$ cat src/rtl/bmp_stream_pixel_decoder_macros.svh
// Assertion macros shared by the BMP stream pixel decoder modules.
`ifndef BMP_STREAM_PIXEL_DECODER_MACROS_SVH
`define BMP_STREAM_PIXEL_DECODER_MACROS_SVH

// The condition must hold in the same cycle as the trigger.
`define BMP_ASSERT_IMP(lbl, trig, cond) \
   lbl: assert property (@(posedge clock) disable iff (reset) (trig) |-> (cond)) \
      else $error("bmp decoder assertion failed");

// The condition must hold in the cycle after the trigger.
`define BMP_ASSERT_NXT(lbl, trig, cond) \
   lbl: assert property (@(posedge clock) disable iff (reset) (trig) |=> (cond)) \
      else $error("bmp decoder assertion failed");

`endif

$ cat src/rtl/bmp_dec_pkg.sv
// Package with the constants, codes and types of the BMP stream pixel decoder.
package bmp_dec_pkg;

   localparam int unsigned MAX_DIM  = 4096;
   localparam int unsigned DIM_W    = $clog2(MAX_DIM + 1);
   localparam int unsigned STRIDE_W = $clog2(MAX_DIM * 4 + 1);
   localparam int unsigned COORD_W  = 12;
   localparam int unsigned PIXEL_W  = 32;
   localparam int unsigned STATUS_W = 2;

   localparam logic [7:0]  SIG_B       = 8'h42;
   localparam logic [7:0]  SIG_M       = 8'h4d;
   localparam logic [31:0] HEADER_LEN  = 32'd54;
   localparam logic [31:0] SIG_B_IDX   = 32'd0;
   localparam logic [31:0] SIG_M_IDX   = 32'd1;
   localparam logic [31:0] OFFSET_LO   = 32'd10;
   localparam logic [31:0] WIDTH_LO    = 32'd18;
   localparam logic [31:0] HEIGHT_LO   = 32'd22;
   localparam logic [31:0] DEPTH_LO    = 32'd28;
   localparam logic [31:0] HEADER_LAST = 32'd53;

   localparam logic [15:0] DEPTH_8  = 16'd8;
   localparam logic [15:0] DEPTH_16 = 16'd16;
   localparam logic [15:0] DEPTH_24 = 16'd24;
   localparam logic [15:0] DEPTH_32 = 16'd32;

   localparam logic [STATUS_W-1:0] ST_PIXEL     = 2'd0;
   localparam logic [STATUS_W-1:0] ST_BAD_SIG   = 2'd1;
   localparam logic [STATUS_W-1:0] ST_BAD_DEPTH = 2'd2;
   localparam logic [STATUS_W-1:0] ST_BAD_GEOM  = 2'd3;

   typedef enum logic [1:0] {
      PH_HEADER,
      PH_SKIP,
      PH_PIXELS,
      PH_DONE
   } phase_type;

   typedef struct packed {
      logic [PIXEL_W-1:0]  pixel;
      logic [COORD_W-1:0]  col;
      logic [COORD_W-1:0]  row;
      logic                last;
      logic [STATUS_W-1:0] status;
   } result_type;

endpackage

$ cat src/rtl/bmp_dec_out_buf.sv
// Two-entry result buffer: an output register with a skid register behind it.
`include "bmp_stream_pixel_decoder_macros.svh"

module bmp_dec_out_buf (
   input  logic                   clock,
   input  logic                   reset,
   input  logic                   in_valid,
   output logic                   in_ready,
   input  bmp_dec_pkg::result_type in_data,
   output logic                   out_valid,
   input  logic                   out_ready,
   output bmp_dec_pkg::result_type out_data
);

   logic                    main_valid_ff, main_valid_in;
   logic                    skid_valid_ff, skid_valid_in;
   bmp_dec_pkg::result_type main_ff, main_in;
   bmp_dec_pkg::result_type skid_ff, skid_in;
   logic                    push, pop;

   assign in_ready  = !skid_valid_ff;
   assign out_valid = main_valid_ff;
   assign out_data  = main_ff;
   assign push      = in_valid && in_ready;
   assign pop       = main_valid_ff && out_ready;

   always_comb begin
      main_valid_in = main_valid_ff;
      skid_valid_in = skid_valid_ff;
      main_in       = main_ff;
      skid_in       = skid_ff;
      if (push) begin
         if (!main_valid_ff || pop) begin
            main_in       = in_data;
            main_valid_in = 1'b1;
         end else begin
            skid_in       = in_data;
            skid_valid_in = 1'b1;
         end
      end else if (pop) begin
         if (skid_valid_ff) begin
            main_in       = skid_ff;
            skid_valid_in = 1'b0;
         end else begin
            main_valid_in = 1'b0;
         end
      end
   end

   always_ff @(posedge clock) begin
      if (reset) begin
         main_valid_ff <= 1'b0;
         skid_valid_ff <= 1'b0;
      end else begin
         main_valid_ff <= main_valid_in;
         skid_valid_ff <= skid_valid_in;
      end
      main_ff <= main_in;
      skid_ff <= skid_in;
   end

   `BMP_ASSERT_IMP(a_skid_needs_main, skid_valid_ff, main_valid_ff)
   `BMP_ASSERT_NXT(a_main_holds, main_valid_ff && !out_ready, main_valid_ff && $stable(main_ff))
   `BMP_ASSERT_NXT(a_fill_skid, push && main_valid_ff && !out_ready, skid_valid_ff)

endmodule

$ cat src/rtl/bmp_stream_pixel_decoder.sv
// Top level of the BMP stream pixel decoder: header parser, pixel assembly and conversion.
//
// The req channel carries a BMP file one byte per transaction; req_first_byte marks byte 0
// of a new file and restarts the parser. Bytes without any start mark after reset are
// parsed as the start of a file. The rsp channel returns at most one result per byte:
// a converted pixel with its column, its row counted from the top and a last flag, or a
// single error status (bad signature, unsupported depth, bad geometry). After an error
// or the last pixel, bytes are swallowed until the next start mark.
// The csr channel writes the output format (0 RGB565 in the low 16 bits, 1 ARGB8888);
// it is always ready and is sampled as each pixel is produced.
// A result is valid on rsp the cycle after the byte completing it is accepted, unless an
// earlier result is held by a stalled receiver. One byte is taken per cycle while
// req_ready is high. The results pass through a two-entry buffer, so req_ready falls only
// once two results wait on a stalled receiver, and rises the cycle after one is taken.
// Reset clears the parser to the header phase, empties the buffer and selects ARGB8888.
`include "bmp_stream_pixel_decoder_macros.svh"

module bmp_stream_pixel_decoder (
   input  logic        clock,
   input  logic        reset,
   input  logic        req_valid,
   output logic        req_ready,
   input  logic [7:0]  req_in_byte,
   input  logic        req_first_byte,
   output logic        rsp_valid,
   input  logic        rsp_ready,
   output logic [31:0] rsp_pixel,
   output logic [11:0] rsp_col,
   output logic [11:0] rsp_row,
   output logic        rsp_last,
   output logic [1:0]  rsp_status,
   input  logic        csr_valid,
   output logic        csr_ready,
   input  logic        csr_out_format
);

   localparam int unsigned DIM_W    = bmp_dec_pkg::DIM_W;
   localparam int unsigned STRIDE_W = bmp_dec_pkg::STRIDE_W;

   logic                     out_format_ff;
   bmp_dec_pkg::phase_type   phase_ff, phase_in, cur_phase;
   logic [31:0]              byte_index_ff, byte_index_in, cur_byte_index;
   logic [31:0]              data_offset_ff, data_offset_in, cur_data_offset;
   logic [31:0]              raw_width_ff, raw_width_in, cur_raw_width;
   logic [31:0]              raw_height_ff, raw_height_in, cur_raw_height;
   logic [15:0]              bit_depth_ff, bit_depth_in, cur_bit_depth;
   logic [STRIDE_W-1:0]      row_stride_ff, row_stride_in, cur_row_stride;
   logic [STRIDE_W-1:0]      data_bytes_ff, data_bytes_in, cur_data_bytes;
   logic [DIM_W-1:0]         col_count_ff, col_count_in, cur_col_count;
   logic [DIM_W-1:0]         file_row_ff, file_row_in, cur_file_row;
   logic [STRIDE_W-1:0]      row_byte_pos_ff, row_byte_pos_in, cur_row_byte_pos;
   logic [1:0]               pixel_byte_pos_ff, pixel_byte_pos_in, cur_pixel_byte_pos;
   logic [23:0]              pixel_gather_ff, pixel_gather_in, cur_pixel_gather;

   logic                     req_take;
   logic                     res_valid;
   logic                     buf_ready;
   bmp_dec_pkg::result_type  res, buf_out;
   logic [1:0]               lane;
   logic                     do_pix;
   logic [2:0]               bpp_bytes;
   logic                     is_last;
   logic [STRIDE_W-1:0]      rbp_next;
   logic [DIM_W-1:0]         frow_next;
   logic [STRIDE_W-1:0]      hdr_data_bytes;
   logic                     depth_ok;

   function automatic logic [31:0] convert(input logic [23:0] gather, input logic [7:0] t,
                                           input logic [15:0] depth, input logic fmt);
      logic [7:0]  b0, b1, b2, r, g, b, a;
      logic [15:0] v;
      logic        direct;
      logic [31:0] direct_val;
      b0 = gather[7:0];
      b1 = gather[15:8];
      b2 = gather[23:16];
      a = 8'hff;
      v = {t, b0};
      direct = 1'b0;
      direct_val = '0;
      r = t;
      g = b1;
      b = b0;
      case (depth)
         bmp_dec_pkg::DEPTH_8: begin
            direct_val = (32'(t) >> 3) | ((32'(t) & 32'hfc) << 3) | ((32'(t) & 32'hf8) << 8);
            direct = !fmt;
            r = t & 8'hf8;
            g = t & 8'hfc;
            b = t & 8'hf8;
         end
         bmp_dec_pkg::DEPTH_16: begin
            direct_val = 32'(v);
            direct = !fmt;
            r = {v[15:11], 3'b000};
            g = {v[10:5], 2'b00};
            b = {v[4:0], 3'b000};
         end
         bmp_dec_pkg::DEPTH_24: begin
            r = t;
            g = b1;
            b = b0;
         end
         default: begin
            r = b2;
            g = b1;
            b = b0;
            a = t;
         end
      endcase
      if (direct) begin
         return direct_val;
      end else if (!fmt) begin
         return {16'h0000, r[7:3], g[7:2], b[7:3]};
      end
      return {a, r, g, b};
   endfunction

   assign req_ready = buf_ready;
   assign req_take  = req_valid && req_ready;
   assign csr_ready = 1'b1;

   // A start mark makes the byte see the parser as freshly reset.
   always_comb begin
      if (req_first_byte) begin
         cur_phase          = bmp_dec_pkg::PH_HEADER;
         cur_byte_index     = '0;
         cur_data_offset    = '0;
         cur_raw_width      = '0;
         cur_raw_height     = '0;
         cur_bit_depth      = '0;
         cur_row_stride     = '0;
         cur_data_bytes     = '0;
         cur_col_count      = '0;
         cur_file_row       = '0;
         cur_row_byte_pos   = '0;
         cur_pixel_byte_pos = '0;
         cur_pixel_gather   = '0;
      end else begin
         cur_phase          = phase_ff;
         cur_byte_index     = byte_index_ff;
         cur_data_offset    = data_offset_ff;
         cur_raw_width      = raw_width_ff;
         cur_raw_height     = raw_height_ff;
         cur_bit_depth      = bit_depth_ff;
         cur_row_stride     = row_stride_ff;
         cur_data_bytes     = data_bytes_ff;
         cur_col_count      = col_count_ff;
         cur_file_row       = file_row_ff;
         cur_row_byte_pos   = row_byte_pos_ff;
         cur_pixel_byte_pos = pixel_byte_pos_ff;
         cur_pixel_gather   = pixel_gather_ff;
      end
   end

   always_comb begin
      phase_in          = cur_phase;
      byte_index_in     = cur_byte_index;
      data_offset_in    = cur_data_offset;
      raw_width_in      = cur_raw_width;
      raw_height_in     = cur_raw_height;
      bit_depth_in      = cur_bit_depth;
      row_stride_in     = cur_row_stride;
      data_bytes_in     = cur_data_bytes;
      col_count_in      = cur_col_count;
      file_row_in       = cur_file_row;
      row_byte_pos_in   = cur_row_byte_pos;
      pixel_byte_pos_in = cur_pixel_byte_pos;
      pixel_gather_in   = cur_pixel_gather;
      res_valid         = 1'b0;
      res               = '0;
      lane              = '0;
      do_pix            = 1'b0;
      is_last           = 1'b0;
      rbp_next          = cur_row_byte_pos + STRIDE_W'(1);
      frow_next         = cur_file_row + DIM_W'(1);
      bpp_bytes         = cur_bit_depth[5:3];
      hdr_data_bytes    = STRIDE_W'(cur_raw_width[DIM_W-1:0]) * STRIDE_W'(bpp_bytes);
      depth_ok          = (cur_bit_depth == bmp_dec_pkg::DEPTH_8)  ||
                          (cur_bit_depth == bmp_dec_pkg::DEPTH_16) ||
                          (cur_bit_depth == bmp_dec_pkg::DEPTH_24) ||
                          (cur_bit_depth == bmp_dec_pkg::DEPTH_32);

      case (cur_phase)
         bmp_dec_pkg::PH_HEADER: begin
            byte_index_in = cur_byte_index + 32'd1;
            if ((cur_byte_index == bmp_dec_pkg::SIG_B_IDX && req_in_byte != bmp_dec_pkg::SIG_B) ||
                (cur_byte_index == bmp_dec_pkg::SIG_M_IDX && req_in_byte != bmp_dec_pkg::SIG_M)) begin
               res_valid  = 1'b1;
               res.status = bmp_dec_pkg::ST_BAD_SIG;
               phase_in   = bmp_dec_pkg::PH_DONE;
            end else begin
               if (cur_byte_index >= bmp_dec_pkg::OFFSET_LO &&
                   cur_byte_index < bmp_dec_pkg::OFFSET_LO + 32'd4) begin
                  lane = 2'(cur_byte_index - bmp_dec_pkg::OFFSET_LO);
                  data_offset_in[{lane, 3'b000} +: 8] =
                     cur_data_offset[{lane, 3'b000} +: 8] | req_in_byte;
               end
               if (cur_byte_index >= bmp_dec_pkg::WIDTH_LO &&
                   cur_byte_index < bmp_dec_pkg::WIDTH_LO + 32'd4) begin
                  lane = 2'(cur_byte_index - bmp_dec_pkg::WIDTH_LO);
                  raw_width_in[{lane, 3'b000} +: 8] =
                     cur_raw_width[{lane, 3'b000} +: 8] | req_in_byte;
               end
               if (cur_byte_index >= bmp_dec_pkg::HEIGHT_LO &&
                   cur_byte_index < bmp_dec_pkg::HEIGHT_LO + 32'd4) begin
                  lane = 2'(cur_byte_index - bmp_dec_pkg::HEIGHT_LO);
                  raw_height_in[{lane, 3'b000} +: 8] =
                     cur_raw_height[{lane, 3'b000} +: 8] | req_in_byte;
               end
               if (cur_byte_index >= bmp_dec_pkg::DEPTH_LO &&
                   cur_byte_index < bmp_dec_pkg::DEPTH_LO + 32'd2) begin
                  lane = 2'(cur_byte_index - bmp_dec_pkg::DEPTH_LO);
                  bit_depth_in[{lane[0], 3'b000} +: 8] =
                     cur_bit_depth[{lane[0], 3'b000} +: 8] | req_in_byte;
               end
               // The depth check takes precedence over the geometry check.
               if (cur_byte_index == bmp_dec_pkg::HEADER_LAST) begin
                  if (!depth_ok) begin
                     res_valid  = 1'b1;
                     res.status = bmp_dec_pkg::ST_BAD_DEPTH;
                     phase_in   = bmp_dec_pkg::PH_DONE;
                  end else if (cur_raw_width == 32'd0 ||
                               cur_raw_width > 32'(bmp_dec_pkg::MAX_DIM) ||
                               cur_raw_height == 32'd0 || cur_raw_height[31] ||
                               cur_raw_height > 32'(bmp_dec_pkg::MAX_DIM) ||
                               cur_data_offset < bmp_dec_pkg::HEADER_LEN) begin
                     res_valid  = 1'b1;
                     res.status = bmp_dec_pkg::ST_BAD_GEOM;
                     phase_in   = bmp_dec_pkg::PH_DONE;
                  end else begin
                     // Each row is padded up to a multiple of four bytes.
                     data_bytes_in = hdr_data_bytes;
                     row_stride_in = (hdr_data_bytes + STRIDE_W'(3)) & ~STRIDE_W'(3);
                     phase_in = (cur_data_offset == bmp_dec_pkg::HEADER_LEN) ?
                                bmp_dec_pkg::PH_PIXELS : bmp_dec_pkg::PH_SKIP;
                  end
               end
            end
         end
         bmp_dec_pkg::PH_SKIP: begin
            if (cur_byte_index < cur_data_offset) begin
               byte_index_in = cur_byte_index + 32'd1;
               if (cur_byte_index + 32'd1 >= cur_data_offset) begin
                  phase_in = bmp_dec_pkg::PH_PIXELS;
               end
            end else begin
               phase_in = bmp_dec_pkg::PH_PIXELS;
               do_pix   = 1'b1;
            end
         end
         bmp_dec_pkg::PH_PIXELS: begin
            do_pix = 1'b1;
         end
         default: begin
         end
      endcase

      if (do_pix) begin
         if (cur_row_byte_pos < cur_data_bytes) begin
            if ({1'b0, cur_pixel_byte_pos} + 3'd1 < bpp_bytes) begin
               if (cur_pixel_byte_pos != 2'd3) begin
                  pixel_gather_in[{cur_pixel_byte_pos, 3'b000} +: 8] =
                     cur_pixel_gather[{cur_pixel_byte_pos, 3'b000} +: 8] | req_in_byte;
               end
               pixel_byte_pos_in = cur_pixel_byte_pos + 2'd1;
            end else begin
               is_last = (32'(cur_file_row) + 32'd1 == cur_raw_height) &&
                         (32'(cur_col_count) + 32'd1 == cur_raw_width);
               res_valid  = 1'b1;
               res.pixel  = convert(cur_pixel_gather, req_in_byte, cur_bit_depth, out_format_ff);
               res.col    = bmp_dec_pkg::COORD_W'(cur_col_count);
               res.row    = bmp_dec_pkg::COORD_W'(cur_raw_height - 32'd1 - 32'(cur_file_row));
               res.last   = is_last;
               res.status = bmp_dec_pkg::ST_PIXEL;
               pixel_byte_pos_in = '0;
               pixel_gather_in   = '0;
               col_count_in      = cur_col_count + DIM_W'(1);
               if (is_last) begin
                  phase_in = bmp_dec_pkg::PH_DONE;
               end
            end
         end
         // Once the last pixel is out nothing else moves.
         if (!is_last) begin
            row_byte_pos_in = rbp_next;
            if (rbp_next >= cur_row_stride) begin
               row_byte_pos_in   = '0;
               col_count_in      = '0;
               pixel_byte_pos_in = '0;
               pixel_gather_in   = '0;
               file_row_in       = frow_next;
               if (32'(frow_next) >= cur_raw_height) begin
                  phase_in = bmp_dec_pkg::PH_DONE;
               end
            end
         end
      end
   end

   always_ff @(posedge clock) begin
      if (reset) begin
         out_format_ff     <= 1'b1;
         phase_ff          <= bmp_dec_pkg::PH_HEADER;
         byte_index_ff     <= '0;
         data_offset_ff    <= '0;
         raw_width_ff      <= '0;
         raw_height_ff     <= '0;
         bit_depth_ff      <= '0;
         row_stride_ff     <= '0;
         data_bytes_ff     <= '0;
         col_count_ff      <= '0;
         file_row_ff       <= '0;
         row_byte_pos_ff   <= '0;
         pixel_byte_pos_ff <= '0;
         pixel_gather_ff   <= '0;
      end else begin
         if (csr_valid && csr_ready) begin
            out_format_ff <= csr_out_format;
         end
         if (req_take) begin
            phase_ff          <= phase_in;
            byte_index_ff     <= byte_index_in;
            data_offset_ff    <= data_offset_in;
            raw_width_ff      <= raw_width_in;
            raw_height_ff     <= raw_height_in;
            bit_depth_ff      <= bit_depth_in;
            row_stride_ff     <= row_stride_in;
            data_bytes_ff     <= data_bytes_in;
            col_count_ff      <= col_count_in;
            file_row_ff       <= file_row_in;
            row_byte_pos_ff   <= row_byte_pos_in;
            pixel_byte_pos_ff <= pixel_byte_pos_in;
            pixel_gather_ff   <= pixel_gather_in;
         end
      end
   end

   bmp_dec_out_buf u_out_buf (
      .clock     (clock),
      .reset     (reset),
      .in_valid  (req_take && res_valid),
      .in_ready  (buf_ready),
      .in_data   (res),
      .out_valid (rsp_valid),
      .out_ready (rsp_ready),
      .out_data  (buf_out)
   );

   assign rsp_pixel  = buf_out.pixel;
   assign rsp_col    = buf_out.col;
   assign rsp_row    = buf_out.row;
   assign rsp_last   = buf_out.last;
   assign rsp_status = buf_out.status;

   `BMP_ASSERT_IMP(a_pix_depth, phase_ff == bmp_dec_pkg::PH_PIXELS, bit_depth_ff == bmp_dec_pkg::DEPTH_8 || bit_depth_ff == bmp_dec_pkg::DEPTH_16 || bit_depth_ff == bmp_dec_pkg::DEPTH_24 || bit_depth_ff == bmp_dec_pkg::DEPTH_32)
   `BMP_ASSERT_IMP(a_row_pos, phase_ff == bmp_dec_pkg::PH_PIXELS, row_byte_pos_ff < row_stride_ff)
   `BMP_ASSERT_IMP(a_done_quiet, req_take && !req_first_byte && phase_ff == bmp_dec_pkg::PH_DONE, !res_valid)

endmodule

$ cat config.mk
export PLATFORM = sky130hd
export DESIGN_NAME = bmp_stream_pixel_decoder
export DESIGN_NICKNAME = d
export VERILOG_FILES = /design/src/rtl/bmp_dec_pkg.sv /design/src/rtl/bmp_dec_out_buf.sv /design/src/rtl/bmp_stream_pixel_decoder.sv
export VERILOG_INCLUDE_DIRS = /design/src /design/src/rtl
export SDC_FILE = /design/constraint.sdc
export NUM_CORES = 1
export LEC_CHECK = 0
export ABC_AREA = 1
export BUFFER_PORTS_ARGS = -buffer_cell sky130_fd_sc_hd__buf_4
export CORE_ASPECT_RATIO = 1.5
export CORE_UTILIZATION = 36
export CTS_BUF_LIST = sky130_fd_sc_hd__clkbuf_2 sky130_fd_sc_hd__clkbuf_4 sky130_fd_sc_hd__clkbuf_8
export DETAILED_ROUTE_END_ITERATION = 10
export SLEW_MARGIN = 20
export SYNTH_ARGS = -nofsm -noshare
export SYNTH_HDL_FRONTEND = slang
export SYNTH_SLANG_ARGS = --single-unit
$ cat constraint.sdc
create_clock -name clock -period 4.93 [get_ports clock]
set_input_delay 0.493 -clock clock [delete_from_list [all_inputs] [get_ports clock]]
set_output_delay 0.493 -clock clock [all_outputs]
set_load 0.005 [all_outputs]
; Word level (Yosys, flattened, before mapping)
; Index checks and enable logic that the tools add are counted.
[classes]
addsub = 20
n_reduce_logical = 36
n_lt_le_gt_ge = 17
eq_ne = 17
n_mux = 128
shifts = 15
bitwise = 8
multipliers = 1
[ops]
columns = operator, count
row1 = $mux 32, 17
row2 = $mux 59, 7
row3 = $mux 15, 16
row4 = $mux 24, 7
row5 = $mux 13, 10
row6 = $bwmux 32, 3
row7 = $ge 32x5->1 const B, 3
row8 = $logic_not 32->1, 3
row9 = $lt 32x5->1 const B, 3
row10 = $shift 8x7->32 const A, 3
row11 = $shiftx 32x6->8, 3
row12 = $shiftx 8x7->32, 3
row13 = $eq 14x32->1, 2
row14 = $eq 32x6->1 const B, 2
row15 = $gt 32x13->1 const B, 2
row16 = $mux 16, 4
row17 = $pmux 32 s2, 1
row18 = $mux 2, 26
row19 = $pmux 8 s2, 3
row20 = $or 8x8->8, 5
row21 = $add 32x1->32 const B, 1
row22 = $eq 16x5->1 const B, 2
row23 = $eq 32x1->1 const B, 1
row24 = $ge 13x32->1, 1
row25 = other kinds (52), 114
[totals]
input_bits = 15
output_inout_bits = 62
reg_bits = 364
word_cells = 268

; Longest topological paths before layout
; Gate-level depths: netlist of the first run.
[depth]
depth_word = 19
mapped_depth = 35

; Cells and area by module
; From an unflattened synthesis of the first run, not the netlist that was laid out.
[unflattened]
cells_unflattened = 3938
area_unflattened_um2 = 26444.1
[modules_own_cells]
columns = mod, n_inst, area_per_inst_um2, cells_per_inst
row1 = bmp_stream_pixel_decoder, 1, 21983.6, 3610
row2 = bmp_dec_out_buf, 1, 4460.5, 328

; Worst setup path after synthesis of the first run
; Ideal clock, no wire load.
[synth_timing]
path_kind = in2reg
from = input port req_first_byte
to = register u_out_buf.main_ff, in the netlist u_out_buf.out_data[0] (enable)
arrival_ps = 4739
slack_ps = -222
path_stages = 26
t_required_ps = 4517
n_path_buf = 9
setup_time_ps = 413
cell_sequence = buf_6 inv_4 buf_6 buf_6 buf_6 buf_2 buf_1 buf_2 buf_1 nand2_1 ha_1 nand3_1 a21oi_1 nor2_1 o21ai_1 nand2_1 nand2_1 nor2_1 nand3_2 inv_2 nand2_1 nand2_2 buf_6 nand3_1 nand2_1 inv_1
[synth_between]
elab_chain_cells = 19
[synth_lines]
columns = element, line_no
row1 = start: declaration, bmp_stream_pixel_decoder.sv:24  ; input logic req_first_byte,
row2 = $mux 32, bmp_stream_pixel_decoder.sv:125  ; if (req_first_byte) begin
row3 = $gt 32x13->1 or $logic_not 32->1 (tied branches), "bmp_stream_pixel_decoder.sv:224, bmp_stream_pixel_decoder.sv:223"
row4 = $logic_or 1x1->1, bmp_stream_pixel_decoder.sv:223  ; end else if (cur_raw_width == 32'd0 ||
row5 = $logic_or 1x1->1, bmp_stream_pixel_decoder.sv:224  ; cur_raw_width > 32'(bmp_dec_pkg::MAX_DIM) ||
row6 = $logic_or 1x1->1 (2 in a row), bmp_stream_pixel_decoder.sv:225  ; cur_raw_height == 32'd0 || cur_raw_height[31] ||
row7 = $logic_or 1x1->1, bmp_stream_pixel_decoder.sv:226  ; cur_raw_height > 32'(bmp_dec_pkg::MAX_DIM) ||
row8 = $mux 1, bmp_stream_pixel_decoder.sv:223
row9 = $mux 1, bmp_stream_pixel_decoder.sv:219  ; if (!depth_ok) begin
row10 = [... 2 more ...], n/a
row11 = $mux 1, bmp_stream_pixel_decoder.sv:184  ; case (cur_phase)
row12 = $mux 1, bmp_stream_pixel_decoder.sv:261  ; if ({1'b0, cur_pixel_byte_pos} + 3'd1 < bpp_bytes) begin
row13 = $mux 1, bmp_stream_pixel_decoder.sv:260  ; if (cur_row_byte_pos < cur_data_bytes) begin
row14 = $mux 1 (*), bmp_stream_pixel_decoder.sv:259  ; if (do_pix) begin
row15 = $logic_and 1x1->1 (*), bmp_stream_pixel_decoder.sv:342  ; .in_valid (req_take && res_valid),
row16 = $logic_and 1x1->1 (*), bmp_dec_out_buf.sv:24  ; assign push = in_valid && in_ready;
row17 = $ne 2x2->1 (no line) or $reduce_bool 2->1 (tied branches), n/a
row18 = $reduce_and 3->1 (no line) (*), n/a
row19 = end signal: assignment, bmp_dec_out_buf.sv:58  ; main_ff <= main_in;
row20 = end: declaration, bmp_dec_out_buf.sv:17  ; bmp_dec_pkg::result_type main_ff, main_in;
; Every way passes the cells marked *; elsewhere a longest branch is shown, timed or not.
; A chain may end at the register's enable or synchronous reset.

; Worst setup path after layout of the first run
[layout_timing]
from = register file_row_ff[1]
to = register row_byte_pos_ff[0]
[layout_between]
elab_chain_cells = 9
[layout_lines]
columns = element, line_no
row1 = start: declaration, bmp_stream_pixel_decoder.sv:50  ; logic [DIM_W-1:0] file_row_ff, file_row_in, cur_file_row;
row2 = start signal: assignment, bmp_stream_pixel_decoder.sv:331  ; file_row_ff <= file_row_in;
row3 = $mux 13, bmp_stream_pixel_decoder.sv:125
row4 = $add 13x1->14, bmp_stream_pixel_decoder.sv:268  ; is_last = (32'(cur_file_row) + 32'd1 == cur_raw_height) &&
row5 = $eq 14x32->1, bmp_stream_pixel_decoder.sv:268
row6 = $logic_and 1x1->1, bmp_stream_pixel_decoder.sv:268
row7 = $mux 1, bmp_stream_pixel_decoder.sv:261
row8 = $mux 1, bmp_stream_pixel_decoder.sv:260
row9 = $mux 1, bmp_stream_pixel_decoder.sv:259
row10 = $mux 15, bmp_stream_pixel_decoder.sv:285  ; if (!is_last) begin
row11 = $mux 15, bmp_stream_pixel_decoder.sv:259
row12 = end signal: assignment, bmp_stream_pixel_decoder.sv:332  ; row_byte_pos_ff <= row_byte_pos_in;
row13 = end: declaration, bmp_stream_pixel_decoder.sv:51  ; logic [STRIDE_W-1:0] row_byte_pos_ff, row_byte_pos_in, cur_row_byte_pos;
; Every way passes these cells. The select of a mux whose other input is x is not followed.

==> results of run 1 <==
## cell families (layout without fill, tap and decap cells)
logic type | Yosys count | in the layout | synth area share
simple gates | 1994 | 1994 | 0.320
compound gates | 813 | 813 | 0.162
buf+inv | 637 | 726 | 0.0980
flops | 364 | 364 | 0.317
fa+ha+maj | 164 | 164 | 0.0806
xor+xnor | 66 | 66 | 0.0217
other cells | 1 | 2 | 0.000141
## power by group
group / internal, uW / switching, uW / total (uW)
Combinational: 305 / 777 / 1080
Sequential: 3150 / 34.1 / 3190
Clock: 1740 / 1380 / 3130
## routing by layer
metal	GRT usage	up-vias	share of wire
met4	0.147	0	0.063
met3	0.0334	292	0.049
li1	-	13400	-
met2	0.446	859	0.51
met5	0	-	0
met1	0.266	12400	0.38
## synthesized netlist by cell type, types with 17 or more instances
| library cell | number |
|---|---|
| xor2_1 | 49 |
| o21ai_1 | 29 |
| nor2_2 | 21 |
| edfxtp_1 | 118 |
| o211ai_1 | 32 |
| xnor2_1 | 17 |
| a21oi_1 | 403 |
| dfxtp_1 | 246 |
| inv_2 | 22 |
| clkbuf_1 | 128 |
| nor2_1 | 293 |
| inv_1 | 400 |
| buf_1 | 17 |
| ha_1 | 151 |
| o22ai_1 | 23 |
| nand3_1 | 227 |
| o21ai_0 | 254 |
| nand2_2 | 26 |
| nand4_1 | 77 |
| buf_2 | 25 |
| nand2_1 | 1226 |
| buf_6 | 19 |
| a31oi_1 | 35 |
| nor3_1 | 62 |
## worst max-delay path by stage
stage	start	endpoint	slack, ns	depth (start not counted)
3_3_place_gp	req_first_byte	row_byte_pos_ff[0]	0.25	27
2_1_floorplan	req_first_byte	u_out_buf.out_data[0]	-0.05	26
4_1_cts	file_row_ff[0]	row_byte_pos_ff[0]	0.69	27
6_report	file_row_ff[1]	row_byte_pos_ff[0]	0.67	27
5_1_grt	row_byte_pos_ff[1]	col_count_ff[9]	0.29	24
3_5_place_dp	req_first_byte	row_byte_pos_ff[0]	0.18	26
## flip-flops by register name, indices dropped and copies added, names as in the netlist
name                     count
u_out_buf.out_data          59
u_out_buf.skid_ff           59
byte_index_ff               32
data_offset_ff              32
raw_height_ff               32
raw_width_ff                32
pixel_gather_ff             24
bit_depth_ff                16
data_bytes_ff               15
row_byte_pos_ff             15
row_stride_ff               15
col_count_ff                13
file_row_ff                 13
phase_ff                     2
pixel_byte_pos_ff            2
out_format_ff                1
u_out_buf.out_valid          1
u_out_buf.skid_valid_ff      1
## stage by stage
stage               worst slack (ns)  hold slack, ns  instances  utilization
floorplan                    -0.0490           0.423       4039            -
finish                         0.669          0.0741       5113        0.408
CTS                            0.693          0.0240       5112        0.408
global route                   0.290          0.0789       5113        0.408
detailed placement             0.180           0.443       4996        0.388
global placement               0.250           0.442       4996        0.388
## cell type report
class / count / share of cell area
antenna: 1 / 0.0000841
multi-input combinational: 3038 / 0.525
inverter: 435 / 0.0554
tap: 984 / 0.0414
timing repair buffer: 177 / 0.0466
sequential: 364 / 0.285
clock buffer: 89 / 0.0365
clock inverter: 25 / 0.00997
## critical path, cell delays in order, from the launching register on
cell and delay (ns):
dfxtp_1 0.32, inv_1 0.05, nor2_1 0.13, ha_1 0.20, nor3b_2 0.21, nand3_1 0.11, or2_1 0.25, nor2_2 0.12
nand3_1 0.14, nor3_2 0.16, xnor2_1 0.14, inv_1 0.07, ha_1 0.31, inv_1 0.04, nor2_1 0.08, nand3_1 0.13
nor2_1 0.14, nand3_1 0.09, nor2_1 0.09, nand3_1 0.07, nor2_1 0.08, nand3_1 0.07, nor2_1 0.14, nand4_2 0.29
nand2_2 0.40, nand2_1 0.09, nand3_1 0.08, a21oi_1 0.07
## cells in the final DEF (no fill, tap or decap), types with 29 or more instances in the layout
master	instances
nand2_1	1225
nand3_1	227
clkbuf_8	67
xor2_1	49
ha_1	151
dfxtp_1	245
a21oi_1	403
o21ai_0	254
buf_4	170
nor3_1	61
nand4_1	77
a31oi_1	34
edfxtp_1	118
o211ai_1	32
o21ai_1	29
nor2_1	292
inv_1	398
## timing repair
action / CTS / global route
hold buffers: 2 / 0
setup endpoints to repair: 0 / 0
endpoints found under the hold margin: 1 / 0
==> results.sh, run 1 <==
export IMPL_antenna_found_initial=1
export IMPL_n_fill_cell=7919
export IMPL_wire_per_inst_microns=18.2
export IMPL_yosys_warnings=0
export IMPL_final_min_clock_period_ns=4.26
export IMPL_clock_path_buffers=3
export IMPL_core_sq_um=73000
export IMPL_postCtsSetupBuffers=0
export IMPL_multi_input_area_sq_um=15600
export IMPL_synth_avg_cell_area_sq_um=6.61
export IMPL_drc=0
export IMPL_worst_slew_pin_slew_ns=1.13
export IMPL_ys_ff_latch=364
export IMPL_numCtsBuffers=61
export IMPL_seqCellArea_sq_um=8470
export IMPL_grt_ovfl_total=0
export IMPL_die_y_microns=335
export IMPL_port_buffers=75
export IMPL_clk_pin_slew_ns=0.06
export IMPL_cp_required_ns=5.49
export IMPL_netlist_area_leader_share=0.185
export IMPL_antenna_left=0
export IMPL_synth_seq_area_share=0.317
export IMPL_clock_skew_ns=0.0494
export IMPL_setup_viol=0
export IMPL_slew_limit_headroom=0.244
export IMPL_worstHoldPathCells=4
export IMPL_min_path_type="in2reg"
export IMPL_reg2reg_to="row_byte_pos_ff[0]"
export IMPL_synth_top_area_cell="dfxtp_1"
export IMPL_fin_crit_sh=0.864
export IMPL_first_pass_iters=6
export IMPL_fin_nets=4256
export IMPL_drv_slew=0
export IMPL_synth_area_top_cells="dfxtp_1 (18%), nand2_1 (17%), edfxtp_1 (13%), a21oi_1 (7.6%), ha_1 (7.1%)"
export IMPL_post_dp_cell_area_sq_um=28300
export IMPL_die_w_microns=224
export IMPL_rsz0062_at_grt="false"
export IMPL_status="finished, final reports clean"
export IMPL_globalplace_congestion=1.01
export IMPL_rrSetupSlack_ns=0.67
export IMPL_syn_area_sq_um=26700
export IMPL_io_pins=77
export IMPL_cts_tree="done"
export IMPL_synth_edf_count=118
export IMPL_area_delta_synth_final_pct=11.5
export IMPL_power_uw=7400
export IMPL_drt_iter0_drc=2068
export IMPL_num_rows=121
export IMPL_ir_drop_uv=190
export IMPL_vias_per_cell=5.28
export IMPL_start_util=0.366
export IMPL_cts_root_buffer="clkbuf_8"
export IMPL_post_cts_resized=0
export IMPL_vias=27000
export IMPL_cts_sinks=364
export IMPL_synth_ff_type="dfxtp_1"
export IMPL_grt_pass1_wl_mm=144
export IMPL_ys_async_sr_fraction=0
export IMPL_max_freq_mhz=235
export IMPL_ys_types=61
export IMPL_ctsHtreeMaxLevel=2
export IMPL_hold_start="rsp_ready"
export IMPL_hold_viol_final=0
export IMPL_clkLatencyLatePin_ns=0.74
export IMPL_drt_wl_total_mm=92.9
export IMPL_dp_hpwl_mm=68.2
export IMPL_min_to="u_out_buf.skid_valid_ff"
export IMPL_cp_max_fo=15
export IMPL_fin_area_sq_um=29700
export IMPL_syn_num_nets=4218
export IMPL_drv_cap=0
export IMPL_grt_pass1_vias=25700
export IMPL_p_leak_uw=0.0132
export IMPL_synthCells=4039
export IMPL_gr_usage_all_layers=0.244
export IMPL_critPathKind="reg2reg"
export IMPL_pwr_density_cell_nw_per_um2=249
export IMPL_rr_startpoint="file_row_ff[1]"
export IMPL_grt_max_degree=84
export IMPL_r2r_cells=27
export IMPL_critPathArrivalTime_ns=4.82
export IMPL_fin_tns_setup_ns=0
export IMPL_critPathLaunchType="register"
export IMPL_end_kind="register"
export IMPL_drive_gt1_frac=0.0967
export IMPL_die_area_sq_um=75200
Power figures use the tool's default switching activity.
==> run 2: changes to the inputs <==
--- a/config.mk
+++ b/config.mk
@@ -9,6 +9,7 @@
 export ABC_AREA = 1
 export BUFFER_PORTS_ARGS = -buffer_cell sky130_fd_sc_hd__buf_4
 export CORE_ASPECT_RATIO = 1.5
+export CORE_MARGIN = 2
 export CORE_UTILIZATION = 36
 export CTS_BUF_LIST = sky130_fd_sc_hd__clkbuf_2 sky130_fd_sc_hd__clkbuf_4 sky130_fd_sc_hd__clkbuf_8
 export DETAILED_ROUTE_END_ITERATION = 10
==> results.sh, run 2 (synthesis gave the netlist of run 1 again) <==
export IMPL_pwr_density_cell_nw_per_um2=248
export IMPL_fin_area_sq_um=29900
export IMPL_cts_root_buffer="clkbuf_8"
export IMPL_fin_tns_setup_ns=0
export IMPL_cts_sinks=364
export IMPL_grt_max_degree=218
export IMPL_wl_met2_mm=47.3
export IMPL_status="finished, final reports clean"
export IMPL_cts_tree="done"
export IMPL_seqCellArea_sq_um=8470
export IMPL_critPathArrivalTime_ns=4.94
export IMPL_num_rows=122
export IMPL_worstHoldPathCells=4
export IMPL_antenna_found_initial=1
export IMPL_hold_viol_final=0
export IMPL_globalplace_congestion=0.973
export IMPL_drv_cap=0
export IMPL_start_util=0.363
export IMPL_end_kind="register"
export IMPL_postCtsSetupBuffers=0
export IMPL_drive_gt1_frac=0.0994
export IMPL_hold_buffers=2
export IMPL_ir_drop_uv=170
export IMPL_fin_nets=4266
export IMPL_cp_max_fo=23
export IMPL_drt_iter0_drc=2172
export IMPL_n_fill_cell=7894
export IMPL_worst_slew_pin_slew_ns=1.02
export IMPL_highest_layer="met4"
export IMPL_core_sq_um=73600
export IMPL_final_min_clock_period_ns=4.35
export IMPL_max_freq_mhz=230
export IMPL_dp_hpwl_mm=68.5
export IMPL_grt_pass1_vias=26200
export IMPL_wire_per_inst_microns=18.2
export IMPL_die_area_sq_um=76400
export IMPL_post_cts_resized=0
export IMPL_m1WireLength_mm=35.7
export IMPL_critPathLaunchType="register"
export IMPL_grt_pass1_wl_mm=145
export IMPL_drc=0
export IMPL_fin_crit_sh=0.883
export IMPL_area_delta_synth_final_pct=11.9
export IMPL_vias=27000
export IMPL_p_leak_uw=0.0133
export IMPL_post_dp_cell_area_sq_um=28400
export IMPL_cp_required_ns=5.51
export IMPL_io_pins=77
export IMPL_die_w_microns=226
export IMPL_vias_per_cell=5.26
export IMPL_clkLatencyLatePin_ns=0.71
export IMPL_critPathKind="reg2reg"
export IMPL_mostFrequentLayoutCell="nand2_1"
export IMPL_multi_input_area_sq_um=15600
export IMPL_clock_path_buffers=3
export IMPL_clk_pin_slew_ns=0.06
export IMPL_drv_slew=0
export IMPL_rsz0062_at_grt="false"
export IMPL_die_y_microns=337
export IMPL_port_buffers=75
export IMPL_place_ws_ns=0.103
export IMPL_min_path_type="in2reg"
export IMPL_gr_usage_all_layers=0.243
export IMPL_ctsHtreeMaxLevel=3
export IMPL_setup_viol=0
export IMPL_drt_wl_total_mm=93.3
export IMPL_antenna_left=0
export IMPL_final_cell_mix="nand2_1 (1,225), a21oi_1 (403), inv_1 (398)"
export IMPL_r2r_cells=27
export IMPL_clock_skew_ns=0.0552
export IMPL_wl_met3_mm=4.19
export IMPL_setup_slack_ns=0.576
export IMPL_grt_ovfl_total=0
export IMPL_slew_limit_headroom=0.303
export IMPL_first_pass_iters=6
export IMPL_numCtsBuffers=66
## run 2: cell count changes in the layout (fill, tap and decap cells not counted), moves of 2 or more
cell	before	now
clkbuf_8	67	74
buf_12	4	8
bufinv_16	6	2
inv_12	0	3
clkbuf_4	22	26
clkinv_1	18	14
clkinv_8	0	2
clkinv_2	8	5
## run 2: critical path, stage by stage (launching register included)
cell and delay, ns:
dfxtp_1 0.34, inv_1 0.06, nor2_1 0.12, ha_1 0.20
nor3b_2 0.22, nand3_1 0.11, or2_1 0.25, nor2_2 0.11
nand3_1 0.13, nor3_2 0.17, xnor2_1 0.14, inv_1 0.07
ha_1 0.31, inv_1 0.05, nor2_1 0.08, nand3_1 0.12
nor2_1 0.16, nand3_1 0.09, nor2_1 0.11, nand3_1 0.07
nor2_1 0.09, nand3_1 0.07, nor2_1 0.14, nand4_2 0.28
nand3_2 0.45, o21ai_0 0.16, inv_1 0.08, nor2_1 0.04
## run 2: per-layer routing
layer / vias to the layer above / GRT usage
li1: 13500 / -
met2: 808 / 0.445
met3: 291 / 0.0276
met5: - / 0
met4: 0 / 0.159
met1: 12400 / 0.264
## run 2: path summary, 6_finish.rpt
path,startpoint,to,slack [ns]
setup / recovery,file_row_ff[1],file_row_ff[4],0.58
setup reg to reg,file_row_ff[1],file_row_ff[4],0.58
hold reg to reg,row_stride_ff[0],row_stride_ff[0],0.46
hold / removal,rsp_ready,u_out_buf.skid_valid_ff,0.1
## run 2: power breakdown
| part | internal (uW) | switching (uW) | total, uW |
|---|---|---|---|
| clock network | 1710 | 1440 | 3150 |
| registers | 3150 | 33.4 | 3190 |
| logic | 311 | 778 | 1090 |
## run 2: final cells by class
class / count / share of cell area
multi-input cells: 3038 / 0.523
clock buffers: 100 / 0.0406
inverters: 435 / 0.0552
flip-flops and latches: 364 / 0.284
repair buffers: 182 / 0.0494
diodes: 1 / 0.0000838
well taps: 992 / 0.0415
clock inverters: 17 / 0.00670
## run 2: metrics by stage
stage	total power [uW]	utilization	instances	hold WS (ns)
floorplan	3940	-	4039	0.423
global placement	4320	0.386	5009	0.442
detailed placement	4330	0.386	5009	0.450
CTS	7490	0.406	5128	0.0595
global route	7720	0.406	5129	0.0967
finish	7420	0.406	5129	0.0974
